--- src/rtl/core/sfr_pkg.sv ---
// Shared types, codes and the CRC-16 byte update for the sync frame receiver.
package sfr_pkg;

    localparam logic [7:0]  SYNC_BYTE      = 8'hAA;
    localparam logic [15:0] CRC_POLY       = 16'h1021;
    localparam logic [15:0] CRC_INIT       = 16'hFFFF;
    localparam logic [7:0]  DEV_ADDR_RESET = 8'h13;

    localparam logic [1:0] CMD_BYTE    = 2'd0;
    localparam logic [1:0] CMD_RELEASE = 2'd1;
    localparam logic [1:0] CMD_READ    = 2'd2;

    localparam logic [1:0] EV_GOOD = 2'd0;
    localparam logic [1:0] EV_BAD  = 2'd1;
    localparam logic [1:0] EV_READ = 2'd2;

    localparam int Q_DEPTH = 4;
    localparam int Q_AW    = 2;

    typedef enum logic [1:0] {
        OP_WRITE,
        OP_FRAME,
        OP_READ
    } t_op;

    typedef struct packed {
        t_op         op;
        logic [1:0]  ev;
        logic [7:0]  code;
        logic [7:0]  count;
        logic [15:0] crc;
        logic [7:0]  addr;
        logic [7:0]  data;
        logic        rd_ok;
    } t_item;

    typedef struct packed {
        logic full;
        logic empty;
    } t_q_status;

    function automatic logic [15:0] crc16_feed(input logic [15:0] crc, input logic [7:0] b);
        logic [15:0] c;
        c = crc ^ {b, 8'h00};
        for (int k = 0; k < 8; k++) begin
            c = c[15] ? ({c[14:0], 1'b0} ^ CRC_POLY) : {c[14:0], 1'b0};
        end
        return c;
    endfunction

endpackage

--- src/rtl/core/sync_frame_receiver_crc16_top.sv ---
// Top level of the sync-framed packet receiver with CRC-16 check.
// Throughput is one item per cycle; the parser stalls only when the four-entry queue is full.
// A result passes through the queue and is presented when the result register loads it.
// Payload reads take the registered read port of the payload memory in the back end.
// Synchronous active-low reset clears the parser, the pending flag, the queue and result valid.
// The payload memory is not cleared; reads of unwritten entries are masked to zero.
module sync_frame_receiver_crc16_top #(
    parameter int PAYLOAD_DEPTH = 256
) (
    input  logic        i_clk,
    input  logic        i_rst_n,
    input  logic        i_in_valid,
    output logic        o_in_ready,
    input  logic [1:0]  i_cmd,
    input  logic [7:0]  i_rx_byte,
    input  logic [7:0]  i_read_index,
    output logic        o_out_valid,
    input  logic        i_out_ready,
    output logic [1:0]  o_event_res,
    output logic [7:0]  o_command_code,
    output logic [7:0]  o_payload_count,
    output logic [15:0] o_received_crc,
    output logic [7:0]  o_read_data,
    input  logic        i_cfg_valid,
    output logic        o_cfg_ready,
    input  logic [7:0]  i_cfg_data
);
    import sfr_pkg::*;

    t_item     push_item;
    t_item     head_item;
    t_q_status q_status;
    logic      push;
    logic      pop;

    assign o_cfg_ready = 1'b1;

    sfr_front #(
        .PAYLOAD_DEPTH(PAYLOAD_DEPTH)
    ) u_front (
        .i_clk       (i_clk),
        .i_rst_n     (i_rst_n),
        .i_in_valid  (i_in_valid),
        .o_in_ready  (o_in_ready),
        .i_cmd       (i_cmd),
        .i_rx_byte   (i_rx_byte),
        .i_read_index(i_read_index),
        .i_cfg_valid (i_cfg_valid && o_cfg_ready),
        .i_cfg_data  (i_cfg_data),
        .i_q_status  (q_status),
        .o_push      (push),
        .o_item      (push_item)
    );

    sfr_queue u_queue (
        .i_clk   (i_clk),
        .i_rst_n (i_rst_n),
        .i_push  (push),
        .i_item  (push_item),
        .i_pop   (pop),
        .o_head  (head_item),
        .o_status(q_status)
    );

    sfr_back #(
        .PAYLOAD_DEPTH(PAYLOAD_DEPTH)
    ) u_back (
        .i_clk          (i_clk),
        .i_rst_n        (i_rst_n),
        .i_head         (head_item),
        .i_q_status     (q_status),
        .o_pop          (pop),
        .o_out_valid    (o_out_valid),
        .i_out_ready    (i_out_ready),
        .o_event_res    (o_event_res),
        .o_command_code (o_command_code),
        .o_payload_count(o_payload_count),
        .o_received_crc (o_received_crc),
        .o_read_data    (o_read_data)
    );

    a_queue_sane: assert property (@(posedge i_clk) disable iff (!i_rst_n)
        !(q_status.full && q_status.empty))
        else $error("queue reports full and empty together");

    a_read_fields: assert property (@(posedge i_clk) disable iff (!i_rst_n)
        (o_out_valid && o_event_res == EV_READ) |->
        (o_command_code == 8'd0 && o_payload_count == 8'd0 && o_received_crc == 16'd0))
        else $error("read result carries frame fields");

    a_frame_data: assert property (@(posedge i_clk) disable iff (!i_rst_n)
        (o_out_valid && (o_event_res == EV_GOOD || o_event_res == EV_BAD)) |->
        (o_read_data == 8'd0))
        else $error("frame result carries read data");

    a_reset_clears: assert property (@(posedge i_clk)
        !i_rst_n |=> (!o_out_valid && q_status.empty))
        else $error("reset left a result or queue entry");

endmodule

--- src/rtl/core/sfr_front.sv ---
// Front end: accepts items, parses frame bytes, checks the CRC and queues operations.
module sfr_front #(
    parameter int PAYLOAD_DEPTH = 256
) (
    input  logic              i_clk,
    input  logic              i_rst_n,
    input  logic              i_in_valid,
    output logic              o_in_ready,
    input  logic [1:0]        i_cmd,
    input  logic [7:0]        i_rx_byte,
    input  logic [7:0]        i_read_index,
    input  logic              i_cfg_valid,
    input  logic [7:0]        i_cfg_data,
    input  sfr_pkg::t_q_status i_q_status,
    output logic              o_push,
    output sfr_pkg::t_item    o_item
);
    import sfr_pkg::*;

    localparam logic [8:0] DEPTH9 = 9'(PAYLOAD_DEPTH);

    typedef enum logic [2:0] {
        PH_SYNC,
        PH_ADDR,
        PH_LEN,
        PH_CMD,
        PH_DATA,
        PH_CRC_HI,
        PH_CRC_LO
    } t_phase;

    t_phase      r_phase, n_phase;
    logic [7:0]  r_cnt, n_cnt;
    logic [7:0]  r_len, n_len;
    logic [7:0]  r_code, n_code;
    logic [15:0] r_crc, n_crc;
    logic [7:0]  r_crc_hi, n_crc_hi;
    logic        r_pending, n_pending;
    logic [7:0]  r_dev_addr;
    logic        accept;
    logic [15:0] crc_upd;
    logic [15:0] rx_crc;
    logic [7:0]  cnt_inc;

    assign o_in_ready = !i_q_status.full;
    assign accept     = i_in_valid && o_in_ready;
    assign crc_upd    = crc16_feed(r_crc, i_rx_byte);
    assign rx_crc     = {r_crc_hi, i_rx_byte};
    assign cnt_inc    = r_cnt + 8'd1;

    always_comb begin
        n_phase   = r_phase;
        n_cnt     = r_cnt;
        n_len     = r_len;
        n_code    = r_code;
        n_crc     = r_crc;
        n_crc_hi  = r_crc_hi;
        n_pending = r_pending;
        o_push    = 1'b0;
        o_item    = '0;
        unique case (i_cmd)
            CMD_BYTE: begin
                unique case (r_phase)
                    PH_SYNC: begin
                        if (i_rx_byte == SYNC_BYTE && !r_pending) begin
                            n_crc   = CRC_INIT;
                            n_phase = PH_ADDR;
                        end
                    end
                    PH_ADDR: begin
                        if (i_rx_byte == r_dev_addr) begin
                            n_crc   = crc_upd;
                            n_phase = PH_LEN;
                        end
                    end
                    PH_LEN: begin
                        n_len   = i_rx_byte;
                        n_crc   = crc_upd;
                        n_phase = PH_CMD;
                    end
                    PH_CMD: begin
                        n_code  = i_rx_byte;
                        n_crc   = crc_upd;
                        n_cnt   = 8'd0;
                        n_phase = (r_len == 8'd0) ? PH_CRC_HI : PH_DATA;
                    end
                    PH_DATA: begin
                        if ({1'b0, r_cnt} < DEPTH9) begin
                            o_push      = 1'b1;
                            o_item.op   = OP_WRITE;
                            o_item.addr = r_cnt;
                            o_item.data = i_rx_byte;
                        end
                        n_crc = crc_upd;
                        n_cnt = cnt_inc;
                        if (cnt_inc == r_len) begin
                            n_cnt   = 8'd0;
                            n_phase = PH_CRC_HI;
                        end
                    end
                    PH_CRC_HI: begin
                        n_crc_hi = i_rx_byte;
                        n_phase  = PH_CRC_LO;
                    end
                    PH_CRC_LO: begin
                        o_push       = 1'b1;
                        o_item.op    = OP_FRAME;
                        o_item.ev    = (rx_crc == r_crc) ? EV_GOOD : EV_BAD;
                        o_item.code  = r_code;
                        o_item.count = r_len;
                        o_item.crc   = rx_crc;
                        n_pending    = (rx_crc == r_crc);
                        if (rx_crc != r_crc) begin
                            n_len  = 8'd0;
                            n_code = 8'd0;
                        end
                        n_cnt   = 8'd0;
                        n_phase = PH_SYNC;
                    end
                    default: begin
                        n_cnt   = 8'd0;
                        n_phase = PH_SYNC;
                    end
                endcase
            end
            CMD_RELEASE: begin
                n_pending = 1'b0;
            end
            CMD_READ: begin
                o_push       = 1'b1;
                o_item.op    = OP_READ;
                o_item.ev    = EV_READ;
                o_item.addr  = i_read_index;
                o_item.rd_ok = r_pending && (i_read_index < r_len)
                               && ({1'b0, i_read_index} < DEPTH9);
            end
            default: begin
            end
        endcase
        if (!accept) begin
            o_push = 1'b0;
        end
    end

    always_ff @(posedge i_clk) begin
        if (!i_rst_n) begin
            r_phase    <= PH_SYNC;
            r_cnt      <= 8'd0;
            r_len      <= 8'd0;
            r_code     <= 8'd0;
            r_crc      <= CRC_INIT;
            r_crc_hi   <= 8'd0;
            r_pending  <= 1'b0;
            r_dev_addr <= DEV_ADDR_RESET;
        end else begin
            if (accept) begin
                r_phase   <= n_phase;
                r_cnt     <= n_cnt;
                r_len     <= n_len;
                r_code    <= n_code;
                r_crc     <= n_crc;
                r_crc_hi  <= n_crc_hi;
                r_pending <= n_pending;
            end
            if (i_cfg_valid) begin
                r_dev_addr <= i_cfg_data;
            end
        end
    end

endmodule

--- src/rtl/core/sfr_queue.sv ---
// Short operation queue between the parser and the payload back end.
module sfr_queue (
    input  logic               i_clk,
    input  logic               i_rst_n,
    input  logic               i_push,
    input  sfr_pkg::t_item     i_item,
    input  logic               i_pop,
    output sfr_pkg::t_item     o_head,
    output sfr_pkg::t_q_status o_status
);
    import sfr_pkg::*;

    t_item           r_slot [Q_DEPTH];
    logic [Q_AW-1:0] r_wr_ptr;
    logic [Q_AW-1:0] r_rd_ptr;
    logic [Q_AW:0]   r_count;
    logic            do_push;
    logic            do_pop;

    assign o_status.full  = (r_count == (Q_AW + 1)'(Q_DEPTH));
    assign o_status.empty = (r_count == '0);
    assign do_push        = i_push && !o_status.full;
    assign do_pop         = i_pop && !o_status.empty;
    assign o_head         = r_slot[r_rd_ptr];

    always_ff @(posedge i_clk) begin
        if (do_push) begin
            r_slot[r_wr_ptr] <= i_item;
        end
    end

    always_ff @(posedge i_clk) begin
        if (!i_rst_n) begin
            r_wr_ptr <= '0;
            r_rd_ptr <= '0;
            r_count  <= '0;
        end else begin
            if (do_push) begin
                r_wr_ptr <= r_wr_ptr + 1'b1;
            end
            if (do_pop) begin
                r_rd_ptr <= r_rd_ptr + 1'b1;
            end
            if (do_push && !do_pop) begin
                r_count <= r_count + 1'b1;
            end else if (do_pop && !do_push) begin
                r_count <= r_count - 1'b1;
            end
        end
    end

endmodule

--- src/rtl/core/sfr_back.sv ---
// Back end: payload memory writes, payload reads and the registered result stage.
module sfr_back #(
    parameter int PAYLOAD_DEPTH = 256
) (
    input  logic               i_clk,
    input  logic               i_rst_n,
    input  sfr_pkg::t_item     i_head,
    input  sfr_pkg::t_q_status i_q_status,
    output logic               o_pop,
    output logic               o_out_valid,
    input  logic               i_out_ready,
    output logic [1:0]         o_event_res,
    output logic [7:0]         o_command_code,
    output logic [7:0]         o_payload_count,
    output logic [15:0]        o_received_crc,
    output logic [7:0]         o_read_data
);
    import sfr_pkg::*;

    localparam int AW = (PAYLOAD_DEPTH > 1) ? $clog2(PAYLOAD_DEPTH) : 1;

    logic [7:0]  r_mem [PAYLOAD_DEPTH];
    logic        r_valid;
    logic [1:0]  r_ev;
    logic [7:0]  r_code;
    logic [7:0]  r_count;
    logic [15:0] r_crc;
    logic        r_rd_ok;
    logic [7:0]  r_rd_data;
    logic        load;
    logic        wr_en;

    assign load  = !i_q_status.empty && (i_head.op != OP_WRITE)
                   && (!r_valid || i_out_ready);
    assign wr_en = !i_q_status.empty && (i_head.op == OP_WRITE);
    assign o_pop = load || wr_en;

    always_ff @(posedge i_clk) begin
        if (wr_en) begin
            r_mem[i_head.addr[AW-1:0]] <= i_head.data;
        end
    end

    always_ff @(posedge i_clk) begin
        if (load && i_head.op == OP_READ) begin
            r_rd_data <= r_mem[i_head.addr[AW-1:0]];
        end
    end

    always_ff @(posedge i_clk) begin
        if (!i_rst_n) begin
            r_valid <= 1'b0;
        end else if (load) begin
            r_valid <= 1'b1;
        end else if (i_out_ready) begin
            r_valid <= 1'b0;
        end
    end

    always_ff @(posedge i_clk) begin
        if (load) begin
            r_ev    <= i_head.ev;
            r_code  <= i_head.code;
            r_count <= i_head.count;
            r_crc   <= i_head.crc;
            r_rd_ok <= (i_head.op == OP_READ) && i_head.rd_ok;
        end
    end

    assign o_out_valid     = r_valid;
    assign o_event_res     = r_ev;
    assign o_command_code  = r_code;
    assign o_payload_count = r_count;
    assign o_received_crc  = r_crc;
    assign o_read_data     = r_rd_ok ? r_rd_data : 8'd0;

endmodule

--- config.mk ---
export PLATFORM = sky130hd
export DESIGN_NAME = sync_frame_receiver_crc16_top
export DESIGN_NICKNAME = d
export VERILOG_FILES = /design/src/rtl/core/sfr_pkg.sv /design/src/rtl/core/sync_frame_receiver_crc16_top.sv /design/src/rtl/core/sfr_front.sv /design/src/rtl/core/sfr_queue.sv /design/src/rtl/core/sfr_back.sv
export SDC_FILE = /design/constraint.sdc
export NUM_CORES = 2
export LEC_CHECK = 0
export BUFFER_PORTS_ARGS = -buffer_cell sky130_fd_sc_hd__buf_4
export CORE_ASPECT_RATIO = 0.8
export CORE_MARGIN = 2
export CORE_UTILIZATION = 35
export CTS_CLUSTER_DIAMETER = 40
export DETAILED_ROUTE_END_ITERATION = 8
export PLACE_DENSITY = 0.54
export SLEW_MARGIN = 40
export SYNTH_ARGS = -nofsm -noshare
export SYNTH_HDL_FRONTEND = slang
export SYNTH_SLANG_ARGS = --single-unit
--- constraint.sdc ---
create_clock -name i_clk -period 6 [get_ports i_clk]
set_clock_uncertainty 0.05 [all_clocks]
set_input_delay 0.3 -clock i_clk [delete_from_list [all_inputs] [get_ports i_clk]]
set_output_delay 0.3 -clock i_clk [all_outputs]
set_load 0.02 [all_outputs]
==> impl_metrics.csv <==
group,metric,value,unit
logic_synthesis,synthTopCellsByArea,"edfxtp_1 73%, nand2_1 4.8%, mux4_2 2.7%",
logic_synthesis,synth_area,94700,sq um
logic_synthesis,synth_top_family_by_area,"simple AND/OR/NAND/NOR gates",
logic_synthesis,synth_largest_area_cell,"edfxtp_1",
timing,period_share,82.2,%
timing,finalHoldViolations,0,
timing,slew_headroom,40.9,%
timing,max_clock_freq,203,MHz
critical_path,worstSetupPathType,"reg2reg",
finish,drive_gt1_share,14.5,%
clock_tree,clk_pin_slew_worst_paths,0.06,ns
placement,gp_congestion,0.843,
route,drt-pass1-iter-count,6,
route,antenna_left,0,
min_path,hold_path.class,"in2reg",
timing,period_needed,4.93,ns
timing,fin_ws,1.07,ns
critical_path,endpoint_kind,"flop",
logic_synthesis,synth_area_per_cell,14.4,sq um
route,wl,261000,um
logic_synthesis,ys_seq_elements,2369,
finish,nNetsFinal,6790,
floorplanning,core_area,269000,sq um
logic_synthesis,post_synth_num_cell_types,56,
clock_tree,numCtsBuffers,315,
run,cap_violations,0,
finish,seqCellArea,70400,sq um
clock_tree,htreeDepth,5,
clock_tree,root_buffer,"clkbuf_16",
logic_synthesis,synth_edf_count,2299,
placement,dp_hpwl,153000,um
critical_path,max_stage_delay,0.62,ns
logic_synthesis,synth_cells,6560,
clock_tree,tritoncts,"yes",
finish,fin_cells,10600,
critical_path,required,6.54,ns
critical_path,arrival,5.47,ns
logic_synthesis,synth_top_area_share,72.9,%
logic_synthesis,synth-compound-area-share,6.04,%
critical_path,crit_path_max_fanout,75,
finish,num-fill-cells,24300,
critical_path,slowest_stage,"dfxtp_2",
placement,io_buffer_count,74,
floorplanning,die_h,469,um
route,drtIter0Drc,6624,
route,num_vias,56300,
global_routing,grt_pass1_wl,381000,um
logic_synthesis,synth_xor_area_share,0.592,%
finish,syn2layout_area_growth,17.4,%
clock_tree,clock_latency,0.88,ns
logic_synthesis,synthAdderAreaFrac,0.193,%
logic_synthesis,synth_ff_type,"edfxtp_1",
pwr,power_density,464,nW/um^2
logic_synthesis,ys_seq_area_share,74.4,%
floorplanning,std_cell_rows,170,
route,via_per_inst,5.31,
timing,rsz0062_at_grt,"no",
placement,placed_area,99900,sq um
finish,multi_input_area,22600,sq um
pwr,p_leak,36.6,nW
min_path,hp-start,"i_read_index[5]",
critical_path,worst_setup_path_start_kind,"flop",
timing,setup_violations,0,
global_routing,grt_antenna_before_repair,9,
pwr,vdd_drop_max,334,uV
global_routing,gr-total-overflow,0,
global_routing,grt_usage,18.6,%
logic_synthesis,synthMuxAreaShare,4.72,%
floorplanning,die_w,586,um
placement,place_ws,0.948,ns
timing,drv_slew,0,
placement,placed_cells,9980,
logic_synthesis,syn_nets,6605,
finish,design_area,111000,sq um
logic_synthesis,async_flop_share,0,%
critical_path,cp_cell_sequence,"buf_4, mux2i_1, mux2_8, buf_12, buf_4, a211oi_1, a31oi_1, o22ai_1, or4_1, nand4_1, or4_1",
route,routedWlPerCell,24.6,um
floorplanning,ios,76,
route,drc_errors,0,
floorplanning,dieArea,275000,sq um
global_routing,grt_pass1_vias,54500,
logic_synthesis,synthSimpleGateAreaFrac,11.8,%
logic_synthesis,yosysWarnings,0,
timing,tightest_slew,0.878,ns
clock_tree,ctsResizeCount,0,
clock_tree,clockBufferDepth,4,
global_routing,grt_max_degree,179,
run_status,outcome,"finished clean",
timing,finalSetupTns,0,ns
clock_tree,cts.sinks,2369,
floorplanning,initial_core_util,35.3,%
## per-stage QoR
stage          util [%]  power (mW)  hold slack, ns
2_1_floorplan         -        28.0           0.379
3_3_place_gp       37.1        32.9           0.429
3_5_place_dp       37.2        33.1           0.435
4_1_cts            41.3        51.8           0.296
5_1_grt            41.4        53.4           0.346
6_report           41.4        51.6           0.359
## final cells by class
type	count	area share, %
Timing Repair Buffer	307	2.73
Antenna cell	3	0.00675
Clock buffer	349	7.29
Tap cell	3612	4.06
Inverter	13	0.0439
Sequential cell	2369	63.4
Multi-Input combinational cell	3739	20.3
Clock inverter	216	2.17
## registers in the layout (all words and copies together), names as in the netlist, named ones only
signal                  flops
u_back.r_mem             2048
u_queue.r_slot            208
u_back.o_received_crc      16
u_front.r_crc              16
u_back.o_command_code       8
u_back.o_payload_count      8
u_back.r_rd_data            8
u_front.r_cnt               8
u_front.r_code              8
u_front.r_crc_hi            8
u_front.r_dev_addr          8
u_front.r_len               8
u_front.r_phase             3
u_queue.r_count             3
u_back.o_event_res          2
u_queue.r_rd_ptr            2
u_queue.r_wr_ptr            2
u_back.o_out_valid          1
u_back.r_rd_ok              1
u_front.r_pending           1
## per-layer routing
metal	up-vias	GRT usage, %	routed length (um)
li1	25100	-	-
met1	28800	28.0	119000
met2	2082	27.7	116000
met3	358	3.32	19700
met4	0	4.38	6060
met5	-	0	0
## where the power goes
| group | internal (mW) | total [mW] | switching (mW) |
|---|---|---|---|
| Combinational | 3.59 | 12.7 | 9.15 |
| Clock | 11.2 | 18.7 | 7.49 |
| Sequential | 20.0 | 20.1 | 0.144 |
| Total | 34.8 | 51.6 | 16.8 |
## kinds of logic after synthesis
family / count (synthesis)
muxes: 302
buffers and inverters: 452
xor gates and xnor gates: 64
and+or+nand+nor: 2451
other: 1
adders and majority gates: 14
AOI/OAI and AO/OA: 907
DFF: 2369
## layout by cell type (no fill, tap or decap), drive strengths merged, types with 72 or more instances in the layout
cell       n
edfxtp  2299
nand2   1211
clkbuf   349
nor2     327
and2     281
a211oi   270
buf      252
nand3    245
mux2i    184
a31oi    180
a21oi    175
o21ai    136
and3     117
mux4     115
nor2b    111
o22ai     97
clkinv    92
inv       80
nor4      72
## cells in the mapped netlist, drive strengths merged (4+ instances only)
master      n
mux4      115
mux2i     184
nand3     245
a21o        8
buf       230
clkbuf    209
o2111ai    10
edfxtp   2299
nor2b     111
ha         13
nand2b      4
or4        21
xnor2      51
a211oi    270
dfxtp      70
nand4      30
o21ai     136
nor3        8
o22ai      97
a21oi     175
and3      117
nor4       72
a22o       15
and2      281
nor2      327
or3        12
inv        13
a31oi     180
xor2       13
nand2    1211
## path summary, 6_finish.rpt
check / to / slack (ns) / depth (start not counted)
worst max-delay path: u_back.r_rd_data[0]$_DFFE_PP_ / 1.07 / 11
worst min-delay path: u_queue.r_slot[0][14]$_DFFE_PP_ / 0.36 / 3
worst max register to register: u_back.r_rd_data[0]$_DFFE_PP_ / 1.07 / 11
worst min register to register: u_front.r_code[7]$_SDFFE_PN0P_ / 0.46 / 2
## critical path: cells and delay by family (launching register included)
family	cells	cell delay, ns
AND/OR/NAND/NOR	3	1.33
buffers and inverters	3	1.07
AO/OA/AOI/OAI	3	0.74
multiplexers	2	0.69
flip-flops	1	0.62
## timing repair
action / 4_1_cts / 5_1_grt
endpoints found under the hold margin: 206 / 0
hold buffers: 55 / 0
setup buffers: 0 / 0
Note: power is estimated with default switching activity, not from simulation.
